===== config.mk =====
export PLATFORM = sky130hd
export DESIGN_NAME = byte_recurrence_checksum_core
export DESIGN_NICKNAME = d
export VERILOG_FILES = /design/src/brc_pkg.sv /design/src/byte_recurrence_checksum_core.sv
export SDC_FILE = /design/constraint.sdc
export NUM_CORES = 1
export LEC_CHECK = 0
export BUFFER_PORTS_ARGS = -buffer_cell sky130_fd_sc_hd__buf_2
export CORE_MARGIN = 5
export CORE_UTILIZATION = 30
export CTS_BUF_LIST = sky130_fd_sc_hd__clkbuf_8
export CTS_CLUSTER_DIAMETER = 80
export DETAILED_ROUTE_END_ITERATION = 10
export HOLD_SLACK_MARGIN = 0.1
export PLACE_DENSITY = 0.49
export SYNTH_ARGS = -nofsm -noshare
export SYNTH_HDL_FRONTEND = slang
export SYNTH_SLANG_ARGS = --single-unit
export TNS_END_PERCENT = 5

===== constraint.sdc =====
create_clock -name i_clk -period 24.8 [get_ports i_clk]
set_clock_uncertainty 0.1 [all_clocks]
set_input_delay 1.24 -clock i_clk [delete_from_list [all_inputs] [get_ports i_clk]]
set_output_delay 1.24 -clock i_clk [all_outputs]
set_load 0.02 [all_outputs]

===== src/brc_pkg.sv =====
// ----------------------------------------------------------------------------
// brc_pkg
// Shared widths, constants and the mod-65535 fold for the byte recurrence
// checksum core.
// ----------------------------------------------------------------------------
package brc_pkg;

    localparam int DATA_W  = 8;
    localparam int TERM_W  = 16;
    localparam int INDEX_W = 8;
    localparam int FACT_W  = DATA_W + 1;         // byte + alpha
    localparam int PROD_W  = FACT_W + TERM_W;    // widest product

    localparam logic [DATA_W-1:0]  FIRST_OFFSET = 8'd7;
    localparam logic [TERM_W-1:0]  PREV_RESTART = 16'd1;
    localparam logic [TERM_W-1:0]  FOLD_MOD     = 16'hFFFF;

    typedef logic [TERM_W-1:0]  t_term;
    typedef logic [INDEX_W-1:0] t_index;
    typedef logic [PROD_W-1:0]  t_prod;

    // alpha = 17*i mod 256, beta = 31*i mod 256
    function automatic t_index alpha_of(input t_index idx);
        return t_index'(idx + (idx << 4));
    endfunction

    function automatic t_index beta_of(input t_index idx);
        return t_index'((idx << 5) - idx);
    endfunction

    // 2^16 is 1 mod 65535, so add the high part onto the low part twice
    function automatic t_term fold_mod(input t_prod x);
        logic [TERM_W:0] s1;
        logic [TERM_W:0] s2;
        s1 = {1'b0, x[TERM_W-1:0]} + (TERM_W+1)'(x[PROD_W-1:TERM_W]);
        s2 = {1'b0, s1[TERM_W-1:0]} + (TERM_W+1)'(s1[TERM_W]);
        if (s2[TERM_W-1:0] == FOLD_MOD) begin
            return '0;
        end
        return s2[TERM_W-1:0];
    endfunction

endpackage


===== src/byte_recurrence_checksum_core.sv =====
// A last byte passes through the input register, and its checksum goes into the output register.
// Throughput: one byte per cycle while o_in_stall is low; the term update is a combinational
// loop through two small multipliers and the mod-65535 fold into the term registers.
// The input side stalls only while a last byte waits behind a stalled checksum.
// Reset (synchronous, active low): prev term 1, cur term 0, byte index 0, no
// transfers pending.
// ----------------------------------------------------------------------------
// byte_recurrence_checksum_core
// Folds a byte stream with first/last marks into a 16-bit checksum using a
// second-order recurrence reduced mod 65535.
// ----------------------------------------------------------------------------
module byte_recurrence_checksum_core
    import brc_pkg::*;
(
    input  logic              i_clk,
    input  logic              i_rst_n,
    input  logic              i_in_valid,
    output logic              o_in_stall,
    input  logic [DATA_W-1:0] i_data_byte,
    input  logic              i_first_byte,
    input  logic              i_last_byte,
    output logic              o_out_valid,
    input  logic              i_out_stall,
    output logic [TERM_W-1:0] o_checksum
);

    // input register
    logic              r_s1_valid;
    logic [DATA_W-1:0] r_s1_data;
    logic              r_s1_first;
    logic              r_s1_last;

    // recurrence state
    t_term  r_prev_term;
    t_term  r_cur_term;
    t_index r_byte_index;

    // result register
    logic  r_out_valid;
    t_term r_checksum;

    logic   in_accept;
    logic   out_free;
    logic   s1_fire;
    t_term  n_cur_term;
    t_term  n_prev_term;
    t_index n_byte_index;

    logic [FACT_W-1:0] fact;
    t_prod             lhs;
    t_prod             rhs;
    logic              lhs_ge;
    t_prod             mag;
    t_term             mag_mod;
    t_term             step_term;

    assign out_free   = !r_out_valid || !i_out_stall;
    assign s1_fire    = r_s1_valid && (!r_s1_last || out_free);
    assign o_in_stall = r_s1_valid && !s1_fire;
    assign in_accept  = i_in_valid && !o_in_stall;

    // (byte + alpha) * cur - beta * prev, modulo 2^64 then 65535
    always_comb begin
        fact   = FACT_W'(r_s1_data) + FACT_W'(alpha_of(r_byte_index));
        lhs    = PROD_W'(fact) * PROD_W'(r_cur_term);
        rhs    = PROD_W'(beta_of(r_byte_index)) * PROD_W'(r_prev_term);
        lhs_ge = (lhs >= rhs);
        mag    = lhs_ge ? (lhs - rhs) : (rhs - lhs);
        mag_mod = fold_mod(mag);
        if (lhs_ge) begin
            step_term = mag_mod;
        end else if (mag_mod == '0) begin
            step_term = TERM_W'(1);
        end else if (mag_mod == TERM_W'(1)) begin
            step_term = '0;
        end else begin
            // negative wrap: (1 - m) mod 65535 = 65536 - m
            step_term = t_term'(0) - mag_mod;
        end
    end

    always_comb begin
        if (r_s1_first) begin
            n_prev_term  = PREV_RESTART;
            n_cur_term   = TERM_W'(r_s1_data) + TERM_W'(FIRST_OFFSET);
            n_byte_index = INDEX_W'(1);
        end else begin
            n_prev_term  = r_cur_term;
            n_cur_term   = step_term;
            n_byte_index = r_byte_index + INDEX_W'(1);
        end
    end

    always_ff @(posedge i_clk) begin
        if (!i_rst_n) begin
            r_s1_valid <= 1'b0;
        end else if (in_accept) begin
            r_s1_valid <= 1'b1;
        end else if (s1_fire) begin
            r_s1_valid <= 1'b0;
        end
    end

    always_ff @(posedge i_clk) begin
        if (in_accept) begin
            r_s1_data  <= i_data_byte;
            r_s1_first <= i_first_byte;
            r_s1_last  <= i_last_byte;
        end
    end

    always_ff @(posedge i_clk) begin
        if (!i_rst_n) begin
            r_prev_term  <= PREV_RESTART;
            r_cur_term   <= '0;
            r_byte_index <= '0;
        end else if (s1_fire) begin
            r_prev_term  <= n_prev_term;
            r_cur_term   <= n_cur_term;
            r_byte_index <= n_byte_index;
        end
    end

    always_ff @(posedge i_clk) begin
        if (!i_rst_n) begin
            r_out_valid <= 1'b0;
        end else if (s1_fire && r_s1_last) begin
            r_out_valid <= 1'b1;
        end else if (!i_out_stall) begin
            r_out_valid <= 1'b0;
        end
    end

    always_ff @(posedge i_clk) begin
        if (s1_fire && r_s1_last) begin
            r_checksum <= n_cur_term;
        end
    end

    assign o_out_valid = r_out_valid;
    assign o_checksum  = r_checksum;

    // a first byte restarts the previous term
    a_first_restart: assert property (@(posedge i_clk) disable iff (!i_rst_n)
        s1_fire && r_s1_first |=> r_prev_term == PREV_RESTART)
        else $error("prev term not restarted on first byte");

    // a folded term never equals the modulus
    a_fold_range: assert property (@(posedge i_clk) disable iff (!i_rst_n)
        s1_fire && !r_s1_first |=> r_cur_term != FOLD_MOD)
        else $error("folded term out of range");

    // index advances by one per continued byte
    a_index_step: assert property (@(posedge i_clk) disable iff (!i_rst_n)
        s1_fire && !r_s1_first |=> r_byte_index == $past(r_byte_index) + INDEX_W'(1))
        else $error("byte index did not advance");

    // input side only stalls behind a last byte waiting on a blocked result
    a_stall_cause: assert property (@(posedge i_clk) disable iff (!i_rst_n)
        o_in_stall |-> r_s1_valid && r_s1_last && r_out_valid && i_out_stall)
        else $error("unexpected input stall");

endmodule


# Word-level counts from Yosys, hierarchy flattened
# Index checks and enable logic that the tools add are counted.
# word_totals
memories	0
ram_bits	0
reg_bits	68
output_inout_bits	18
latch_bits	0
mem_bits_ro	0
word_cells	52
# op_classes
n_reduce_logical	13
bitwise	0
n_eq_ne	3
addsub	10
order_cmp	1
div_mod_pow	0
n_shift	0
mux	14
multipliers	2
# op_table
cell	count
16-bit two-way mux	7
25-bit by 24-bit >= comparator with 1-bit output	1
9-bit by 16-bit multiplier with 25-bit output	1
25-bit two-way mux	1
24-bit by 25-bit subtractor with 25-bit output	1
25-bit by 24-bit subtractor with 25-bit output	1
8-bit by 16-bit multiplier with 24-bit output	1
16-bit by 9-bit adder with 17-bit output	1
16-bit by 1-bit adder with 16-bit output	1
16-bit by 1-bit == test with 1-bit output, second input constant	1
16-bit == test, second input constant	1
16-bit zero test	1
1-bit by 16-bit subtractor with 16-bit output, first input constant	1
8-bit by 3-bit adder with 9-bit output, second input constant	1
8-bit by 8-bit adder with 9-bit output	1
8-bit by 1-bit adder with 8-bit output, second input constant	1
8-bit adder	1
8-bit two-way mux	1
8-bit subtractor	1
1-bit zero test	5
1-bit two-way mux	5
1-bit logical AND	4
1-bit logical OR	2
2-bit by 1-bit != test with 1-bit output, second input constant	1
2-bit nonzero test	1

# Longest topological paths before layout
# Gate-level depths: netlist of the first run.
# logic_depth
ltp_word	15
ltp_mapped	72
ltp_nobuf	68

# Least setup slack after synthesis of the first run
# OpenSTA, ideal clock, no wires.
# synth_path
path_kind	flip-flop to flip-flop
start	reg r_byte_index[0]
end	reg r_cur_term[4]
period_less_slack_ns	14.254
n_path_buf	5
stages_incl_launch_ff	67
t_arrival_ns	14.038
path_slack_ns	10.546
cell_sequence	dfxtp_1 > ha_1 > inv_1 > fa_1 > inv_1 > a21oi_1 > o21ai_0 > a21oi_1 > nor2_1 > o21ai_0 > nand2b_1 > a21o_1 > clkbuf_1 > nand2_1 > fa_1 > fa_1 > fa_1 > inv_1 > [... 31 more ...] > nor2b_1 > nor2_1 > or3_1 > nor4_1 > ha_1 > ha_1 > nand4_1 > or4b_1 > nand2_1 > o21ba_2 > or2_1 > xnor2_1 > or4b_4 > a2111oi_4 > nor2_2 > buf_4 > a32o_1 > o211a_1
# synth_between
elab_chain_len	15
word_cells_on_any_way	21
classes_between	add/sub (8); mul (2); order compare (1); eq/ne (2); mux (7); reduce/logical (1)
# synth_lines
element	line	source
start: declaration	byte_recurrence_checksum_core.sv:36	t_index r_byte_index;
start signal: assignment	byte_recurrence_checksum_core.sv:120	r_byte_index <= n_byte_index;
8-bit adder	brc_pkg.sv:24	return t_index'(idx + (idx << 4));
8-bit by 8-bit adder with 9-bit output	byte_recurrence_checksum_core.sv:64	fact = FACT_W'(r_s1_data) + FACT_W'(alpha_of(r_byte_index));
9-bit by 16-bit multiplier with 25-bit output	byte_recurrence_checksum_core.sv:65	lhs = PROD_W'(fact) * PROD_W'(r_cur_term);
24-bit by 25-bit subtractor with 25-bit output (tied with other cells)	byte_recurrence_checksum_core.sv:68	mag = lhs_ge ? (lhs - rhs) : (rhs - lhs);
25-bit two-way mux	byte_recurrence_checksum_core.sv:68	
16-bit by 9-bit adder with 17-bit output	brc_pkg.sv:35	s1 = {1'b0, x[TERM_W-1:0]} + (TERM_W+1)'(x[PROD_W-1:TERM_W]);
16-bit by 1-bit adder with 16-bit output	brc_pkg.sv:36	s2 = {1'b0, s1[TERM_W-1:0]} + (TERM_W+1)'(s1[TERM_W]);
16-bit == test	brc_pkg.sv:37	if (s2[TERM_W-1:0] == FOLD_MOD) begin
1-bit two-way mux	brc_pkg.sv:37	
16-bit two-way mux	brc_pkg.sv:40	return s2[TERM_W-1:0];
1-bit by 16-bit subtractor with 16-bit output or 16-bit by 1-bit == test with 1-bit output (tied branches)	byte_recurrence_checksum_core.sv:78, byte_recurrence_checksum_core.sv:74	
16-bit two-way mux	byte_recurrence_checksum_core.sv:74	end else if (mag_mod == TERM_W'(1)) begin
16-bit two-way mux	byte_recurrence_checksum_core.sv:72	end else if (mag_mod == '0) begin
16-bit two-way mux (*)	byte_recurrence_checksum_core.sv:70	if (lhs_ge) begin
16-bit two-way mux (*)	byte_recurrence_checksum_core.sv:83	if (r_s1_first) begin
named net n_cur_term[4]	byte_recurrence_checksum_core.sv:45	t_term n_cur_term;
end signal: assignment	byte_recurrence_checksum_core.sv:119	r_cur_term <= n_cur_term;
end: declaration	byte_recurrence_checksum_core.sv:35	t_term r_cur_term;
# Mark *: on every way through the listed nets, which the timed path passes. The rest lies on a longest branch.
# A chain may end at the register's enable or synchronous reset.

# Final worst setup path of the first run
# layout_path
start	reg r_byte_index[1]
end	reg r_cur_term[6]
# Same word-level chain as after synthesis.

==> impl_results.md, run 1 <==
* Commonest non-fill, non-tap cell in the layout: inv_1
* First DRT Iteration DRCs at roughly 580
* Placer Congestion at 0.917
* Clock-pin slew on the worst setup and hold paths at 0.09 ns
* Filler cells at ~5600
* Worst hold endpoint: o_out_valid
* DRT Wirelength at 44900 µm
* Via count at ~13000
* Worst reg2reg path depth at 63
* Area Growth Syn to Fin at 5.90%
* #FFs+latches synth at 68
* Critical path class: reg2reg
* Adder-cell share of the synthesized area at 37.0%
* Reg2reg setup slack at 8.45 ns
* Multiplexer area fraction after synthesis at 0.642%
* Grt total ovfl at 0
* Largest net degree at the start of global routing at 40
* Synth unique cells at 93
* Worst Max-Slew Pin Slew at between 0.9 and 1 ns
* Async SR Flop Fraction at 0%
* Compound-Gate Fraction of Synth Area at approximately 15%
* Hold depth at 2
* Net Count, Synth at 2284
* Die Ht at ~240 µm
* Routed Antenna Nets at 0
* Commonest non-fill, non-tap cells in the layout: inv_1, nand2_1, fa_1
* CTS tree: built
* Port bufs at 31
* Core Region at 52300 µm²
* Worst-path maximum fanout at 35
* Postcts setup bufs at 0
* Residual DRC at 0
* Post-synthesis simple-gate area fraction at 20.1%
* Worst hold start: o_out_valid
* First-pass GRT wire length at 71900 µm
* Clock Latency Late Sink at 0.37 ns
* CP endpoint kind: register
* Starting Density at between 30% and 40%
* Num rows at 84
* Post-DP HPWL at 37100 µm
* Number of flops mapped to enable cells by yosys at 26
* Crit-path max cell delay at 0.70 ns
* Multi-input logic area at approximately 13000 µm²
* Synth top area cells: fa_1, ha_1, inv_1
* CP max-delay cell: a221oi_4
* Via density at 4.97
* Max Freq at 0.0611 GHz
* Slew margin rel. at 33.6%
* TritonCTS Buffers at 9
* Htree depth at 3
* Ant diodes at 0
* Crit share post-route at between 60% and 70%
* Origin of the critical flop-to-flop path: r_byte_index[1]
* Io pins at 32
* Status: finished clean
* Root Driver: clkbuf_8
* GRT Total Usage at 15.6%
* Chip Width at 239 µm
* Post-Syn Area per Cell at ~8 µm²
* Hold/Removal Path Class: reg2reg
* Cells after synthesis at 1916
* Initial antenna violation count at 0
* Ratio of cells with drive above 1 in the final layout at 5.73%
* Worst R2R End: r_cur_term[6]
* Pre-Repair DR Iteration Count at 5
* TNS Setup at 0 ns
* Slew Limit Fails at 0
* Sequential element share of the synthesized area at 10.3%
* Hold_buf cts at 0
* Mapped cell area at 15800 µm²
* Clk sink count at approximately 70
* Post-Synth XOR/XNOR Area at just over 7%
* CP required at approximately 25 ns
* Area share of the largest cell type after synthesis at approximately a quarter
* Count of cells resized by post-cts repair at 0
* Largest family of logic cells by synthesized area: adder cells
* Nets@finish at 2249
* Max Cap Viol at 0
* RSZ-0062 raised after global routing: false
* Register Area at 1620 µm²
* Clock Path Buffers at 2
* Final hold vios at 0
* Setup crit start kind: register
* Primary FF master, synth: dfxtp_1
* Minimum clock period at 16.35 ns
* Number of global-route vias before repair at approximately 13000
* Yosys warns at 0
* DIE AREA at approximately 57000 µm²
* Final setup viols at 0
* CP arrival at roughly 17 ns
* Cell taking the most area after synthesis: fa_1
* Avg WL per Cell at approximately 17 µm
==> cell type report <==
| type | count | share of cell area (%) |
|---|---|---|
| multi-input combinational | 1472 | 76.0 |
| sequential | 68 | 9.70 |
| inverter | 283 | 6.35 |
| tap | 688 | 5.15 |
| timing repair buffer | 47 | 1.65 |
| clock buffer | 9 | 0.741 |
| clock inverter | 7 | 0.412 |
==> logic make-up after synthesis <==
kind of cell	Yosys count
buf+inv	376
compound gates	352
fa+ha+maj	354
xor+xnor	126
simple gates	630
flops	68
mux	10
==> state kept, by name, indices dropped and copies added, names as in the netlist <==
register      count
o_checksum       16
r_cur_term       16
r_prev_term      16
r_byte_index      8
r_s1_data         8
o_out_valid       1
r_s1_first        1
r_s1_last         1
r_s1_valid        1
==> worst max-delay path: cells and delay by family, from the launching register on <==
family | cells | cell delay [ns]
AO/OA/AOI/OAI | 28 | 6.07
XOR/XNOR | 3 | 0.50
adder cells (fa/ha/maj) | 11 | 4.24
buffers and inverters | 3 | 0.30
flip-flops | 1 | 0.60
multiplexers | 1 | 0.28
AND/OR/NAND/NOR | 17 | 4.17
==> synthesized netlist by cell type, drive strengths merged (17+ instances only) <==
master,number
xor2,39
a211oi,17
nor2,95
xnor2,87
nor3,22
clkbuf,66
a21oi,114
edfxtp,26
a21o,43
dfxtp,42
fa,188
buf,27
and3,23
nor2b,17
inv,282
nand2b,24
o21ai,54
ha,166
nand2,218
nand3,31
and2,143
o21bai,25
==> per-stage QoR <==
step / area [µm²] / hold slack (ns) / instances / util, % / worst slack (ns)
floorplan: 15800 / 0.397 / 1916 / - / 10.55
global placement: 16500 / 0.404 / 2558 / 31.6 / 8.77
detailed placement: 16500 / 0.404 / 2558 / 31.6 / 8.53
CTS: 16700 / 0.425 / 2574 / 31.9 / 8.48
global route: 16700 / 0.474 / 2574 / 31.9 / 7.18
finish: 16700 / 0.426 / 2574 / 31.9 / 8.45
==> worst max path at each step <==
stage | startpoint | endpoint | cells past startpoint
floorplan | r_byte_index[0] | r_cur_term[4] | 66
global placement | r_byte_index[1] | r_cur_term[7] | 64
detailed placement | r_byte_index[0] | r_cur_term[4] | 62
CTS | r_byte_index[1] | r_cur_term[6] | 63
global route | r_byte_index[1] | r_cur_term[6] | 64
finish | r_byte_index[1] | r_cur_term[6] | 63
==> metal layers <==
layer	GRT usage (%)	routed length [µm]
met2	27.2	21800
met3	1.88	1660
met5	0	0
met1	20.5	20200
met4	4.39	1260
Power of run 1 is not shown: default switching activity piles up to over one toggle a cycle in this logic, so the estimate is an artifact.
==> run 2, diff against run 1 <==
PLACE_DENSITY = 0.51   (was 0.49)
clock period = 13.8 ns   (was 24.8 ns; I/O delays follow)
==> impl_results.md, run 2 (synthesized netlist as in run 1, its figures left out) <==
* CP required at 13.94 ns (-11.01 ns)
* Grt total ovfl at 0 (unchanged)
* Worst hold endpoint: r_s1_data[6]
* Critical path class: reg2reg
* Minimum clock period at 13.70 ns (-2.65 ns)
* Placer Congestion at 0.950 (+3.7%)
* Routed Antenna Nets at 0 (unchanged)
* Nets@finish at 2507 (+11%)
* Hold depth at 1 (-1)
* Crit-path max cell delay at 0.63 ns (-0.07 ns)
* Max Cap Viol at 0 (unchanged)
* Origin of the critical flop-to-flop path: r_byte_index[0]
* Post-DP HPWL at 41400 µm (+11%)
* Final hold vios at 0 (unchanged)
* Final setup viols at 0 (unchanged)
* Worst-path maximum fanout at 8 (-77%)
* TritonCTS Buffers at 9 (unchanged)
* Clock Latency Late Sink at 0.36 ns (about the same)
* Via density at 4.89 (-1.6%)
* Io pins at 32 (unchanged)
* Die Ht at 239 µm (unchanged)
* Slew margin rel. at 37.0% (+3.4 points)
* CP endpoint kind: register
* Pre-Repair DR Iteration Count at 5 (unchanged)
* Num rows at 84 (unchanged)
* CP max-delay cell: or4b_4
* Area after DPL at 18200 µm² (+10%)
* Starting Density at 30.2% (unchanged)
* Crit share post-route at 99.3% (+33 points)
* Worst R2R End: r_cur_term[7]
* Commonest non-fill, non-tap cells in the layout: inv_1, buf_4, nand2_1
* Worst hold start: i_data_byte[6]
* DIE AREA at 57300 µm² (unchanged)
* CTS tree: built
* Largest net degree at the start of global routing at 34 (-15%)
* RSZ-0062 raised after global routing: true
* Hold_buf cts at 0 (unchanged)
* Worst Max-Slew Pin Slew at 0.939 ns (-0.0529 ns)
* Clock Path Buffers at 2 (unchanged)
* Cell area after layout at 19400 µm² (+16%)
* Max Freq at 0.0730 GHz (+19%)
* Status: finished clean
* Core Region at 52300 µm² (unchanged)
* Ratio of cells with drive above 1 in the final layout at 22.5% (+17 points)
* Initial antenna violation count at 0 (unchanged)
* Number of global-route vias before repair at 14200 (+9.2%)
* CP arrival at 13.84 ns (-2.67 ns)
* Reg2reg setup slack at 0.1 ns (-8.35 ns)
* Hold slack at 0.414 ns (-0.0112 ns)
* Root Driver: clkbuf_8
* Commonest non-fill, non-tap cell in the layout: inv_1
* GRT Total Usage at 16.8% (+1.2 points)
* Setup crit start kind: register
* Clk sink count at 68 (unchanged)
* Clock-pin slew on the worst setup and hold paths at 0.08 ns (about the same)
* First-pass GRT wire length at 77900 µm (+8.2%)
* Via count at 13900 (+8.3%)
* Worst reg2reg path depth at 66 (+4.8%)
* Htree depth at 3 (unchanged)
* Filler cells at 5454 (-3.2%)
* Residual DRC at 0 (unchanged)
* DRT Wirelength at 49100 µm (+9.4%)
* Area Growth Syn to Fin at 23.0%
* Avg WL per Cell at 17.3 µm (-0.61%)
* First DRT Iteration DRCs at 715 (+24%)
* Port bufs at 31 (unchanged)
* Chip Width at 239 µm (unchanged)
* Slew Limit Fails at 0 (unchanged)
* Hold/Removal Path Class: in2reg
run 2: cell types whose count changed in the layout (fill, tap and decap cells not counted), sizes merged:
cell and delta:
buf +257, bufbuf +1, bufinv -1, clkinv -1, clkinvlp +2, diode +1
run 2: area by class of cell:
type	instances	area (µm²)	share of cell area (%)
repair buffers	305	2270	11.7
well taps	688	861	4.43
clock buffers	9	124	0.638
diodes	1	2.50	0.0129
flip-flops and latches	68	1630	8.37
inverters	283	1060	5.47
multi-input cells	1472	13400	69.2
clock inverters	7	42.5	0.219
run 2: repair_timing:
action | CTS | global route
pin swaps | 41 | 115
setup buffers | 10 | 27
endpoints found under the setup margin | 32 | 32
gates resized for setup | 44 | 103
hold endpoints to repair | 0 | 0
run 2: worst max-delay path by stage:
stage / startpoint / end / slack (ns)
global route: r_byte_index[0] / r_cur_term[7] / -0.57
floorplan: r_byte_index[0] / r_cur_term[4] / 0.003
global placement: r_byte_index[0] / r_cur_term[4] / -0.28
CTS: r_byte_index[0] / r_cur_term[9] / 0.004
finish: r_byte_index[0] / r_cur_term[7] / 0.1
detailed placement: r_byte_index[0] / r_cur_term[6] / -0.49
run 2: metrics by stage:
| stage | util, % | std cells | setup TNS (ns) | setup WS, ns |
|---|---|---|---|---|
| floorplan | - | 1916 | 0 | 0.00347 |
| global placement | 34.8 | 2780 | -5.67 | -0.276 |
| detailed placement | 34.8 | 2780 | -12.03 | -0.493 |
| CTS | 35.7 | 2805 | 0 | 0.00399 |
| global route | 37.1 | 2832 | -14.34 | -0.572 |
| finish | 37.1 | 2833 | 0 | 0.0954 |
run 2: layer usage:
| metal | wire [µm] | track usage (%) | share of wire (%) |
|---|---|---|---|
| met5 | 0 | 0 | 0 |
| met4 | 665 | 2.77 | 1.4 |
| met1 | 22700 | 23.4 | 46 |
| met3 | 1670 | 1.14 | 3.4 |
| met2 | 24100 | 29.4 | 49 |
run 2: worst max-delay path: cells and delay by family (launching register included):
kind                       cells  cell delay, ns
AOI/OAI and AO/OA             25            4.84
xor gates and xnor gates       4            0.66
adders and majority gates     11            3.40
buffers and inverters          9            1.01
DFF                            1            0.34
muxes                          1            0.14
and+or+nand+nor               16            3.07
Power of run 2 is left out for the same reason.
